### config.mk
export PLATFORM = sky130hd
export DESIGN_NAME = dpr_divider
export DESIGN_NICKNAME = d
export VERILOG_FILES = /design/src/dpr_divider.sv
export SDC_FILE = /design/constraint.sdc
export NUM_CORES = 1
export LEC_CHECK = 0
export BUFFER_PORTS_ARGS = -buffer_cell sky130_fd_sc_hd__buf_4
export CAP_MARGIN = 20
export CELL_PAD_IN_SITES_DETAIL_PLACEMENT = 0
export CELL_PAD_IN_SITES_GLOBAL_PLACEMENT = 2
export CORE_MARGIN = 5
export CORE_UTILIZATION = 33
export DETAILED_ROUTE_END_ITERATION = 12
export MAX_ROUTING_LAYER = met4
export PLACE_DENSITY_LB_ADDON = 0.2
export SLEW_MARGIN = 20
export SYNTH_ARGS = -nofsm -noshare
export SYNTH_HDL_FRONTEND = slang
export SYNTH_SLANG_ARGS = --single-unit
### constraint.sdc
create_clock -name clk -period 2.9 [get_ports clk]
set_input_delay 0.58 -clock clk [delete_from_list [all_inputs] [get_ports clk]]
set_output_delay 0.58 -clock clk [all_outputs]
set_load 0.05 [all_outputs]
### src/dpr_divider.sv
// ----------------------------------------------------------------------------
// dpr_divider
// Radix-2 restoring divider, 32-bit unsigned quotient, one bit per cycle.
// ----------------------------------------------------------------------------
module dpr_divider
(
    input  logic        clk,
    input  logic        rst_n,
    input  logic        start,
    input  logic [31:0] dividend,
    input  logic [31:0] divisor,
    output logic        done,
    output logic [31:0] quotient
);

    logic [31:0] quo_reg, quo_next;
    logic [32:0] rem_reg, rem_next;
    logic [31:0] div_reg, div_next;
    logic [5:0]  cnt_reg, cnt_next;
    logic        busy_reg, busy_next;
    logic        done_reg, done_next;
    logic [32:0] trial;

    always_comb
    begin
        quo_next  = quo_reg;
        rem_next  = rem_reg;
        div_next  = div_reg;
        cnt_next  = cnt_reg;
        busy_next = busy_reg;
        done_next = 1'b0;
        trial     = {rem_reg[31:0], quo_reg[31]};
        if (start)
        begin
            quo_next  = dividend;
            rem_next  = '0;
            div_next  = divisor;
            cnt_next  = 6'd0;
            busy_next = 1'b1;
        end
        else if (busy_reg)
        begin
            if (trial >= {1'b0, div_reg})
            begin
                rem_next = trial - {1'b0, div_reg};
                quo_next = {quo_reg[30:0], 1'b1};
            end
            else
            begin
                rem_next = trial;
                quo_next = {quo_reg[30:0], 1'b0};
            end
            cnt_next = cnt_reg + 6'd1;
            if (cnt_reg == 6'd31)
            begin
                busy_next = 1'b0;
                done_next = 1'b1;
            end
        end
    end

    always_ff @(posedge clk or negedge rst_n)
    begin
        if (!rst_n)
        begin
            busy_reg <= 1'b0;
            done_reg <= 1'b0;
            cnt_reg  <= '0;
        end
        else
        begin
            busy_reg <= busy_next;
            done_reg <= done_next;
            cnt_reg  <= cnt_next;
        end
    end

    always_ff @(posedge clk)
    begin
        quo_reg <= quo_next;
        rem_reg <= rem_next;
        div_reg <= div_next;
    end

    assign done     = done_reg;
    assign quotient = quo_reg;

endmodule

# [Word-level counts from Yosys, hierarchy flattened]
# Index checks and enable logic that the tools add are counted.
[totals] regBits=104 inputBits=67 output_inout_bits=33 word_cells=23
[op_classes] n_addsub=2 magnitude_cmp=1 eq_ne=1 n_mux=12 n_reduce_logical=1
[ops] op="$mux W32" n=3
[ops] op="$ge A33 B32 Y1" n=1
[ops] op="$sub A32 B32 Y32" n=1
[ops] op="$mux W6" n=2
[ops] op="$mux W1" n=7
[ops] op="$add A6 B1 Y6 const B" n=1
[ops] op="$eq A6 B5 Y1 const B" n=1
[ops] op="$reduce_bool A2 Y1" n=1

# [Depth between registers and ports, before layout]
# Gate-level depths: netlist of run 1.
[depth] ltp_word=4 depth_mapped=14 depth_no_buf=12

# [Least setup slack after synthesis of run 1]
# Ideal clock, no wire load.
[synth_path] path_kind="register to register" startpoint="register quo_reg[31] (netlist: quotient[31])" endpoint="register rem_reg[30]" setup_ns=0.116 t_arrival_ns=2.854 required_ns=2.784 slack_ns=-0.070 path_stages_with_launch=13 n_path_buf=0 period_less_slack_ns=2.970 cell_sequence="edfxtp_1 > inv_1 > ha_1 > fa_1 > nand2b_1 > a21o_1 > a21o_1 > a211o_1 > a21oi_1 > o211ai_1 > a31oi_1 > xor2_1 > a31o_1"
[synth_via] elab_chain_cells=2 word_cells_on_any_way=3 classes_between="add/sub (1); order compare (1); mux (1)"
[synth_rtl] element="start: declaration" line="16" text="logic [31:0] quo_reg, quo_next;"
[synth_rtl] element="start signal: assignment" line="80" text="quo_reg <= quo_next;"
[synth_rtl] element="$sub A32 B32 Y32 / $ge A33 B32 Y1 (equally long branches)" line="45, 43"
[synth_rtl] element="$mux W32 *" line="43" text="if (trial >= {1'b0, div_reg})"
[synth_rtl] element="end signal: assignment" line="81" text="rem_reg <= rem_next;"
[synth_rtl] element="end: declaration" line="17" text="logic [32:0] rem_reg, rem_next;"
# Every way passes the cells marked *; elsewhere a longest branch is shown, timed or not.
# A chain may end at the register's enable or synchronous reset.

# [Worst setup path in the final report of run 1]
[layout_path] startpoint="register div_reg[3]" endpoint="register quo_reg[0] (netlist: quotient[0]) (data pin)"
[layout_via] elab_chain_cells=4
[layout_rtl] element="start: declaration" line="18" text="logic [31:0] div_reg, div_next;"
[layout_rtl] element="start signal: assignment" line="82" text="div_reg <= div_next;"
[layout_rtl] element="$ge A33 B32 Y1" line="43"
[layout_rtl] element="$mux W1" line="43"
[layout_rtl] element="$mux W32" line="41" text="else if (busy_reg)"
[layout_rtl] element="$mux W32" line="33" text="if (start)"
[layout_rtl] element="via quo_next[0]" line="16"
# The timed path passes the listed nets, and every way through them passes these cells. The select of a mux whose other input is x is not followed.

==> results of run 1 <==
[power groups by stage]
stage | Clock, µW | Sequential (µW) | Combinational [µW]
2_1_floorplan | 0 | 2240 | 2080
3_3_place_gp | 0 | 2080 | 3120
3_5_place_dp | 0 | 2080 | 3100
4_1_cts | 1290 | 2060 | 3300
5_1_grt | 1340 | 2120 | 3890
6_report | 1240 | 2080 | 3560
[worst max-delay path by stage]
stage	start	end	slack [ns]	depth (start not counted)
finish	div_reg[3]	quotient[0]	0.12	11
global route	quotient[31]	rem_reg[30]	-0.01	12
CTS	div_reg[8]	rem_reg[27]	0.02	12
detailed placement	div_reg[8]	rem_reg[4]	-0.04	12
global placement	div_reg[8]	rem_reg[1]	0.03	12
floorplan	quotient[31]	rem_reg[1]	0.04	13
[layout by cell type (no fill, tap or decap), drive strengths merged, types with 30 or more instances in the layout]
cell type / n
a21oi: 30
buf: 136
dfxtp: 32
edfxtp: 64
ha: 33
inv: 47
mux2: 33
nand2: 43
nor2: 43
[logic make-up (layout without fill, tap and decap cells)]
kind of cell / Yosys count / after routing / synth area share
AO/OA/AOI/OAI: 142 / 142 / 0.165
XOR/XNOR: 32 / 32 / 0.0464
adder cells (fa/ha/maj): 34 / 34 / 0.0717
buffers and inverters: 75 / 199 / 0.0529
flip-flops: 104 / 104 / 0.458
multiplexers: 59 / 59 / 0.105
AND/OR/NAND/NOR: 134 / 134 / 0.102
[worst max-delay path, delay by kind of cell (launching register included)]
family                   cells  cell delay (ns)
multiplexers                 1             0.25
AO/OA/AOI/OAI                7             1.29
flip-flops                   1             0.36
adder cells (fa/ha/maj)      1             0.22
buffers and inverters        2             0.40
[timing repair]
action                     in CTS  in global routing
pin swaps                       1                 11
gates cloned                    1                  2
setup buffers                   1                  3
setup endpoints to repair      17                 30
gates resized for setup         5                 23
[cell type report]
cell class | instances | area (µm²) | area share
clock inverters | 7 | 72.6 | 0.00930
well taps | 229 | 287 | 0.0367
repair buffers | 139 | 1140 | 0.146
flip-flops and latches | 104 | 2760 | 0.354
multi-input cells | 401 | 3150 | 0.404
clock buffers | 9 | 225 | 0.0289
inverters | 44 | 165 | 0.0212
[per-layer routing]
| layer | vias up | track usage | wire length, µm |
|---|---|---|---|
| met5 | - | - | 0 |
| met4 | 0 | 0.0392 | 172 |
| met3 | 11 | 0.0271 | 527 |
| met2 | 74 | 0.244 | 7600 |
| met1 | 2259 | 0.189 | 7210 |
| li1 | 2348 | - | - |
[per-stage QoR]
stage,instance area (µm²),utilization,setup TNS (ns)
finish,7810,0.435,0
global route,7810,0.435,-0.0644
CTS,7580,0.422,0
detailed placement,7190,0.400,-0.0855
global placement,7190,0.400,0
floorplan,6040,-,0
==> flow_summary.yaml, run 1 <==
clock_tree:
  cts.root.buffer_cell: "clkbuf_16"
  postCtsHoldBufs: 0
  cts_buffer_depth: 2
  cts.clk_slew.worst_paths_ns: 0.08
  clk_latency_ns: 0.36
  cts_buffers: 9
  cts_sinks: 104
  cts_tree: "built"
  htreeDepth: 3
pwr:
  swShare: 0.388
  power_density_nw_per_um2: 880
  worst_ir_drop_vdd_v: 0.000362
  cellLeakagePower_uw: 0.00329
  p_clk_frac: 0.180
  p_seq_frac: 0.302
  intPower_uw: 4200
  combPwrFrac: 0.518
  power_uw: 6870
  p_sw_uw: 2670
sta:
  fmax_mhz: 360
  setup_viol_count_final: 0
  finalCriticalPeriod_ns: 2.78
  drv_slew: 0
  setup_ws_ns: 0.120
  skew_ns: 0.00746
  rsz0062_at_grt: "yes"
  tightest_slew_ns: 0.602
  finalHoldViolations: 0
  fin_crit_sh: 0.959
  slew_headroom: 0.598
  hold_ws_ns: 0.0229
critical_path:
  r2r_start: "div_reg[3]"
  cp_cell_sequence: "inv_1, ha_4, a21o_1, a21oi_2, a21boi_4, o311ai_4, a31o_4, o2bb2ai_4, o211ai_4, bufbuf_16, mux2_2"
  start_kind: "flop"
  crit_path_max_fanout: 12
  r2r_slack_ns: 0.12
  critPathKind: "reg2reg"
  r2r_end: "quotient[0]"
  rr_worst_depth: 11
  cp_slowest_stage_delay_ns: 0.36
  required_ns: 3.01
  crit_path_end_kind: "flop"
  crit_slowest_cell: "edfxtp_1"
  arrival_ns: 2.89
die:
  core-area_um2: 18000
  die_h_um: 145
  num_rows: 49
  ioPinCount: 100
  dieArea_um2: 21100
  die_x_um: 145
  start_util: 0.336
routing:
  ant_nets: 0
  first_pass_iters: 4
  vias: 4692
  dr.first_iter.drc_count: 299
  wl_per_cell_um: 16.6
  wl_um: 15500
  avgViaCountPerCell: 5.03
  drc: 0
finish:
  layout.cells.non_filler: 933
  num-fill-cells: 1761
  layout.nets: 800
  diodes: 0
  drive_above_1_share: 0.311
  area_delta_synth_final_pct: 29.3
place:
  dpl.cell_count: 910
  place.gp.congestion: 0.832
  port-buffer-count: 99
  dp_hpwl_um: 11400
  pre_cts_slack_ns: -0.0353
yosys:
  synth_area_leaders: "edfxtp_1 (32%), dfxtp_1 (11%), ha_1 (6.8%)"
  synth_top_area_cell: "edfxtp_1"
  yosysMostFrequentCell: "edfxtp_1"
  syn_inst: 580
  synth-edff-count: 64
  avgSynthCellArea_um2: 10.4
  synth_area_um2: 6040
  ys_seq_area_frac: 0.458
  synth_cell_types: 60
  synth_async_sr_flop_share: 0.0769
  syn_nets: 681
  synth_top_area_frac: 0.318
  synth_ff_type: "edfxtp_1"
  yosys_warnings: 0
  ys_top_cells_by_count: "edfxtp_1 (64), inv_1 (44), nand2_1 (43), nor2_1 (43)"
  ys_ff_latch: 104
worst_hold_path:
  hold_path_class: "in2async"
flow_run:
  drv_cap: 0
global_route:
  grt_antenna_before_repair: 0
  grt-ovfl-total: 0
  grt_pass1_vias: 4865
  grt_pass1_wl_um: 25000
  grt_util_all_layers: 0.148
  grt_max_degree: 35
status:
  outcome: "complete, no violations"
Power figures use the tool's default switching activity.
==> run 2: changes to the inputs <==
--- a/config.mk
+++ b/config.mk
@@ -7,10 +7,8 @@
 export LEC_CHECK = 0
 export BUFFER_PORTS_ARGS = -buffer_cell sky130_fd_sc_hd__buf_4
 export CAP_MARGIN = 20
-export CELL_PAD_IN_SITES_DETAIL_PLACEMENT = 0
-export CELL_PAD_IN_SITES_GLOBAL_PLACEMENT = 2
 export CORE_MARGIN = 5
-export CORE_UTILIZATION = 33
+export CORE_UTILIZATION = 52
 export DETAILED_ROUTE_END_ITERATION = 12
 export MAX_ROUTING_LAYER = met4
 export PLACE_DENSITY_LB_ADDON = 0.2
==> run 2 against run 1 <==
Wire length down 8.2%. Critical path depth increased by 1. Critical path type unchanged. Flip-flop and latch count is the same. Largest power group unchanged. Clock skew rose by 0.0056 ns.
==> flow_summary.yaml, run 2 (same netlist as run 1, synthesis figures left out) <==
global_route:
  grt_util_all_layers: 0.202
  grt_max_degree: 41
  grt_pass1_wl_um: 22500
  grt-ovfl-total: 0
  grt_antenna_before_repair: 0
  grt_pass1_vias: 4656
clock_tree:
  postCtsHoldBufs: 0
  cts.clk_slew.worst_paths_ns: 0.08
  htreeDepth: 3
  clk_latency_ns: 0.36
  cts_sinks: 104
  cts.root.buffer_cell: "clkbuf_16"
  cts_buffers: 9
  cts_tree: "built"
  cts_buffer_depth: 2
finish:
  drive_above_1_share: 0.288
  layout_common_cells: "buf_4 (118), edfxtp_1 (64), inv_1 (44), nand2_1 (42), nor2_1 (42)"
  fin_area_um2: 7540
  multi_input_area_um2: 3110
  area_delta_synth_final_pct: 24.9
  layout.nets: 786
  layout_commonest_cell: "buf_4"
  num-fill-cells: 945
  seq_area_um2: 2760
  final_util: 0.660
  diodes: 0
place:
  dp_hpwl_um: 10300
  port-buffer-count: 99
  place.gp.congestion: 0.932
  place_area_um2: 7000
  pre_cts_slack_ns: 0.0332
routing:
  drc: 0
  wl_per_cell_um: 17.1
  wl_um: 14200
  vias: 4733
  avgViaCountPerCell: 5.68
  dr.first_iter.drc_count: 290
  ant_nets: 0
  first_pass_iters: 5
sta:
  tightest_slew_ns: 0.538
  finalCriticalPeriod_ns: 2.83
  skew_ns: 0.0131
  finalHoldViolations: 0
  setup_viol_count_final: 0
  setup_ws_ns: 0.0735
  fmax_mhz: 354
  drv_slew: 0
  fin_crit_sh: 0.975
  slew_headroom: 0.638
pwr:
  cellLeakagePower_uw: 0.00321
  power_density_nw_per_um2: 892
  worst_ir_drop_vdd_v: 0.000628
  power_uw: 6730
critical_path:
  rr_worst_depth: 12
  critPathKind: "reg2reg"
  crit_path_end_kind: "flop"
  r2r_start: "div_reg[1]"
  arrival_ns: 3.11
  r2r_end: "rem_reg[0]"
  crit_path_max_fanout: 4
  start_kind: "flop"
  required_ns: 3.18
  r2r_slack_ns: 0.07
die:
  die_h_um: 118
  num_rows: 39
  core-area_um2: 11400
  start_util: 0.529
  die_x_um: 118
  dieArea_um2: 13900
  ioPinCount: 100
status:
  outcome: "complete, no violations"
flow_run:
  drv_cap: 0
worst_hold_path:
  hold_path_class: "in2async"
run 2: changes by cell type in the layout (fill, tap and decap cells not counted), sizes merged:
cell	delta
clkbuf	+1
bufbuf	-1
buf	-14
run 2: final cells by class:
| class | instances | area share |
|---|---|---|
| Timing Repair Buffer | 125 | 0.138 |
| Multi-Input combinational cell | 401 | 0.413 |
| Clock inverter | 7 | 0.00714 |
| Clock buffer | 9 | 0.0299 |
| Inverter | 44 | 0.0219 |
| Tap cell | 143 | 0.0237 |
| Sequential cell | 104 | 0.366 |
run 2: worst max-delay path by stage:
stage	startpoint	end	slack, ns
after floorplan	quotient[31]	rem_reg[1]	0.04
after global placement	div_reg[6]	rem_reg[12]	0.08
after detailed placement	div_reg[6]	rem_reg[13]	0.03
after CTS	div_reg[7]	rem_reg[13]	0.006
after global routing	div_reg[7]	rem_reg[0]	-0.04
final	div_reg[1]	rem_reg[0]	0.07
run 2: per-layer routing:
metal  global-route usage  vias to the layer above  share of wire
met3               0.0418                       21          0.035
li1                     -                     2316              -
met2                0.329                      101           0.50
met1                0.253                     2295           0.44
met4               0.0659                        0          0.018
met5                    -                        -              0
run 2: timing repair:
| item | in CTS | in global routing |
|---|---|---|
| buffers inserted | 0 | 3 |
| endpoints found under the setup margin | 0 | 33 |
| gates resized for setup | 0 | 23 |
run 2: through the flow:
stage / hold WS (ns) / instances / setup TNS [ns]
floorplan: 0.284 / 580 / 0
global placement: 0.398 / 811 / 0
detailed placement: 0.402 / 811 / 0
CTS: 0.0110 / 827 / 0
global route: 0.0105 / 833 / -0.155
finish: 0.0208 / 833 / 0
run 2: worst max-delay path: stages, from the launching register on:
cell and delay [ns]:
edfxtp_1 0.39, inv_1 0.06, ha_1 0.28, nor2b_2 0.21, o21bai_4 0.09, a21boi_4 0.21, o311ai_4 0.11, a31o_4 0.30
o2bb2ai_4 0.17, o211ai_4 0.23, buf_12 0.16, mux2_2 0.34, a211oi_2 0.20
run 2: where the power goes:
group / switching (µW) / internal, µW / leakage, µW / total (µW)
registers: 220 / 1860 / 0.00102 / 2080
logic: 1830 / 1660 / 0.00206 / 3490
clock network: 565 / 591 / 0.000136 / 1160
==> run 3: changes to the inputs <==
--- a/config.mk
+++ b/config.mk
@@ -8,8 +8,9 @@
 export BUFFER_PORTS_ARGS = -buffer_cell sky130_fd_sc_hd__buf_4
 export CAP_MARGIN = 20
 export CORE_MARGIN = 5
-export CORE_UTILIZATION = 52
+export CORE_UTILIZATION = 40
 export DETAILED_ROUTE_END_ITERATION = 12
+export HOLD_SLACK_MARGIN = 0.12
 export MAX_ROUTING_LAYER = met4
 export PLACE_DENSITY_LB_ADDON = 0.2
 export SLEW_MARGIN = 20
==> run 3 against run 2 <==
Hold slack improved by 0.38 ns. Clock power increased by 16%. Via count decreased by 0.68%. Non-clock buffer count increased by 13. Cell count increased by 7.0%. Wire length increased by 2.4%. First-iteration DRC count increased by 18%. Die area increased by 27%. Core utilization decreased by 14 points. Critical path depth increased by 1. Flip-flop and latch count unchanged. Fmax decreased by 0.14%. Largest cell class unchanged. Largest power group unchanged.
==> flow_summary.yaml, run 3 (same netlist as run 1, synthesis figures left out) <==
clock_tree:
  cts.root.buffer_cell: "clkbuf_16"
  cts_tree: "built"
  cts_buffers: 9
  clk_latency_ns: 0.35
  cts_buffer_depth: 2
  htreeDepth: 3
  cts_sinks: 104
  cts.clk_slew.worst_paths_ns: 0.07
status:
  outcome: "complete, no violations"
critical_path:
  start_kind: "flop"
  crit_path_end_kind: "flop"
  required_ns: 3.14
  crit_family: "compound AO/OA/AOI/OAI gates"
  rr_worst_depth: 13
  critPathKind: "reg2reg"
  cp_cell_sequence: "inv_1, ha_1, nor2b_4, o21bai_4, a21boi_4, o311ai_4, a31o_4, o2bb2ai_4, o211ai_4, buf_6, clkbuf_16, nor3_1, a221o_1"
  crit_buf_inv: 3
  arrival_ns: 3.07
  r2r_slack_ns: 0.07
  crit_path_max_fanout: 5
  r2r_end: "rem_reg[1]"
  crit_slowest_cell: "edfxtp_1"
  cp_slowest_stage_delay_ns: 0.35
  r2r_start: "div_reg[1]"
routing:
  avgViaCountPerCell: 5.28
  wl_um: 14600
  drt-met1-wl_um: 6520
  ant_nets: 0
  first_pass_iters: 4
  top_layer_used: "met4"
  routed-wl-met2_um: 7260
  wl_per_cell_um: 16.4
  drc: 0
  vias: 4701
  met3_length_um: 552
  dr.first_iter.drc_count: 341
global_route:
  grt_util_all_layers: 0.164
  grt_max_degree: 50
  grt-ovfl-total: 0
  grt_pass1_wl_um: 22800
  grt_antenna_before_repair: 0
  grt_pass1_vias: 4637
die:
  start_util: 0.403
  ioPinCount: 100
  dieArea_um2: 17600
  num_rows: 45
  die_x_um: 133
  core-area_um2: 15000
  die_h_um: 133
sta:
  drv_slew: 0
  slew_headroom: 0.636
  setup_viol_count_final: 0
  skew_ns: 0.00535
  setup_ws_ns: 0.0695
  finalHoldViolations: 0
  fmax_mhz: 353
  finalCriticalPeriod_ns: 2.83
  fin_crit_sh: 0.976
  tightest_slew_ns: 0.545
worst_hold_path:
  min_to: "div_reg[21]"
  hold_path_class: "in2reg"
  hold_depth: 1
  hold_start: "divisor[21]"
finish:
  fin_area_um2: 7800
  seq_area_um2: 2760
  layout_common_cells: "buf_4 (128), edfxtp_1 (64), inv_1 (44), nand2_1 (42), nor2_1 (42)"
  layout.nets: 799
  diodes: 0
  layout.cells.non_filler: 891
  final_util: 0.521
  multi_input_area_um2: 3170
  drive_above_1_share: 0.312
  area_delta_synth_final_pct: 29.2
  num-fill-cells: 1373
  layout_commonest_cell: "buf_4"
pwr:
  worst_ir_drop_vdd_v: 0.000452
  cellLeakagePower_uw: 0.00329
  power_uw: 7020
  power_density_nw_per_um2: 901
place:
  port-buffer-count: 99
  pre_cts_slack_ns: 0.0467
  dpl.cell_count: 858
  place.gp.congestion: 0.930
  place_area_um2: 7070
  dp_hpwl_um: 10300
flow_run:
  drv_cap: 0
[run 3: cell types whose count changed in the layout (fill, tap and decap cells not counted), moves of 2 or more]
cell and change:
bufinv_16 +2, clkinvlp_4 +2, a21oi_1 -2, a21oi_2 +2, buf_6 +3, ha_1 -3
mux2i_1 +2, buf_4 +10, ha_4 +3
[run 3: routing by layer]
layer	track usage	up-vias
met2	0.271	88
met3	0.0422	19
met1	0.202	2250
li1	-	2344
met4	0.0398	0
met5	-	-
[run 3: power by group]
| group | internal, µW | switching, µW | total, µW |
|---|---|---|---|
| clock network | 766 | 570 | 1340 |
| logic | 1740 | 1860 | 3600 |
| registers | 1860 | 222 | 2090 |
| total | 4370 | 2650 | 7020 |
[run 3: worst max path at each step]
| stage | cells after the start | end | slack, ns | startpoint |
|---|---|---|---|---|
| 2_1_floorplan | 13 | rem_reg[1] | 0.04 | quotient[31] |
| 3_3_place_gp | 12 | rem_reg[4] | 0.10 | div_reg[8] |
| 3_5_place_dp | 12 | rem_reg[4] | 0.05 | div_reg[8] |
| 4_1_cts | 12 | rem_reg[11] | 0.03 | div_reg[8] |
| 5_1_grt | 13 | rem_reg[1] | -0.08 | div_reg[1] |
| 6_report | 13 | rem_reg[1] | 0.07 | div_reg[1] |
[run 3: worst reg2reg max path, stage by stage, from the launching register on]
cell	delay (ns)
edfxtp_1	0.35
inv_1	0.05
ha_1	0.30
nor2b_4	0.19
o21bai_4	0.08
a21boi_4	0.24
o311ai_4	0.13
a31o_4	0.27
o2bb2ai_4	0.16
o211ai_4	0.28
buf_6	0.17
clkbuf_16	0.15
nor3_1	0.05
a221o_1	0.28
[run 3: final cells by class]
type | instances | share of cell area
multi-input combinational | 401 | 0.407
sequential | 104 | 0.354
timing repair buffer | 138 | 0.145
tap | 188 | 0.0302
clock buffer | 9 | 0.0289
inverter | 44 | 0.0212
clock inverter | 7 | 0.0132
[run 3: timing repair]
action                     in CTS  in global routing
hold endpoints to repair        8                  0
setup endpoints to repair       0                 32
hold buffers                    1                  0
gates resized for setup         0                 33
setup buffers                   0                 14
[run 3: per-stage QoR]
step,setup TNS (ns),hold slack [ns]
floorplan,0,0.284
global placement,0,0.402
detailed placement,0,0.405
CTS,0,0.381
global route,-0.691,0.374
finish,0,0.399
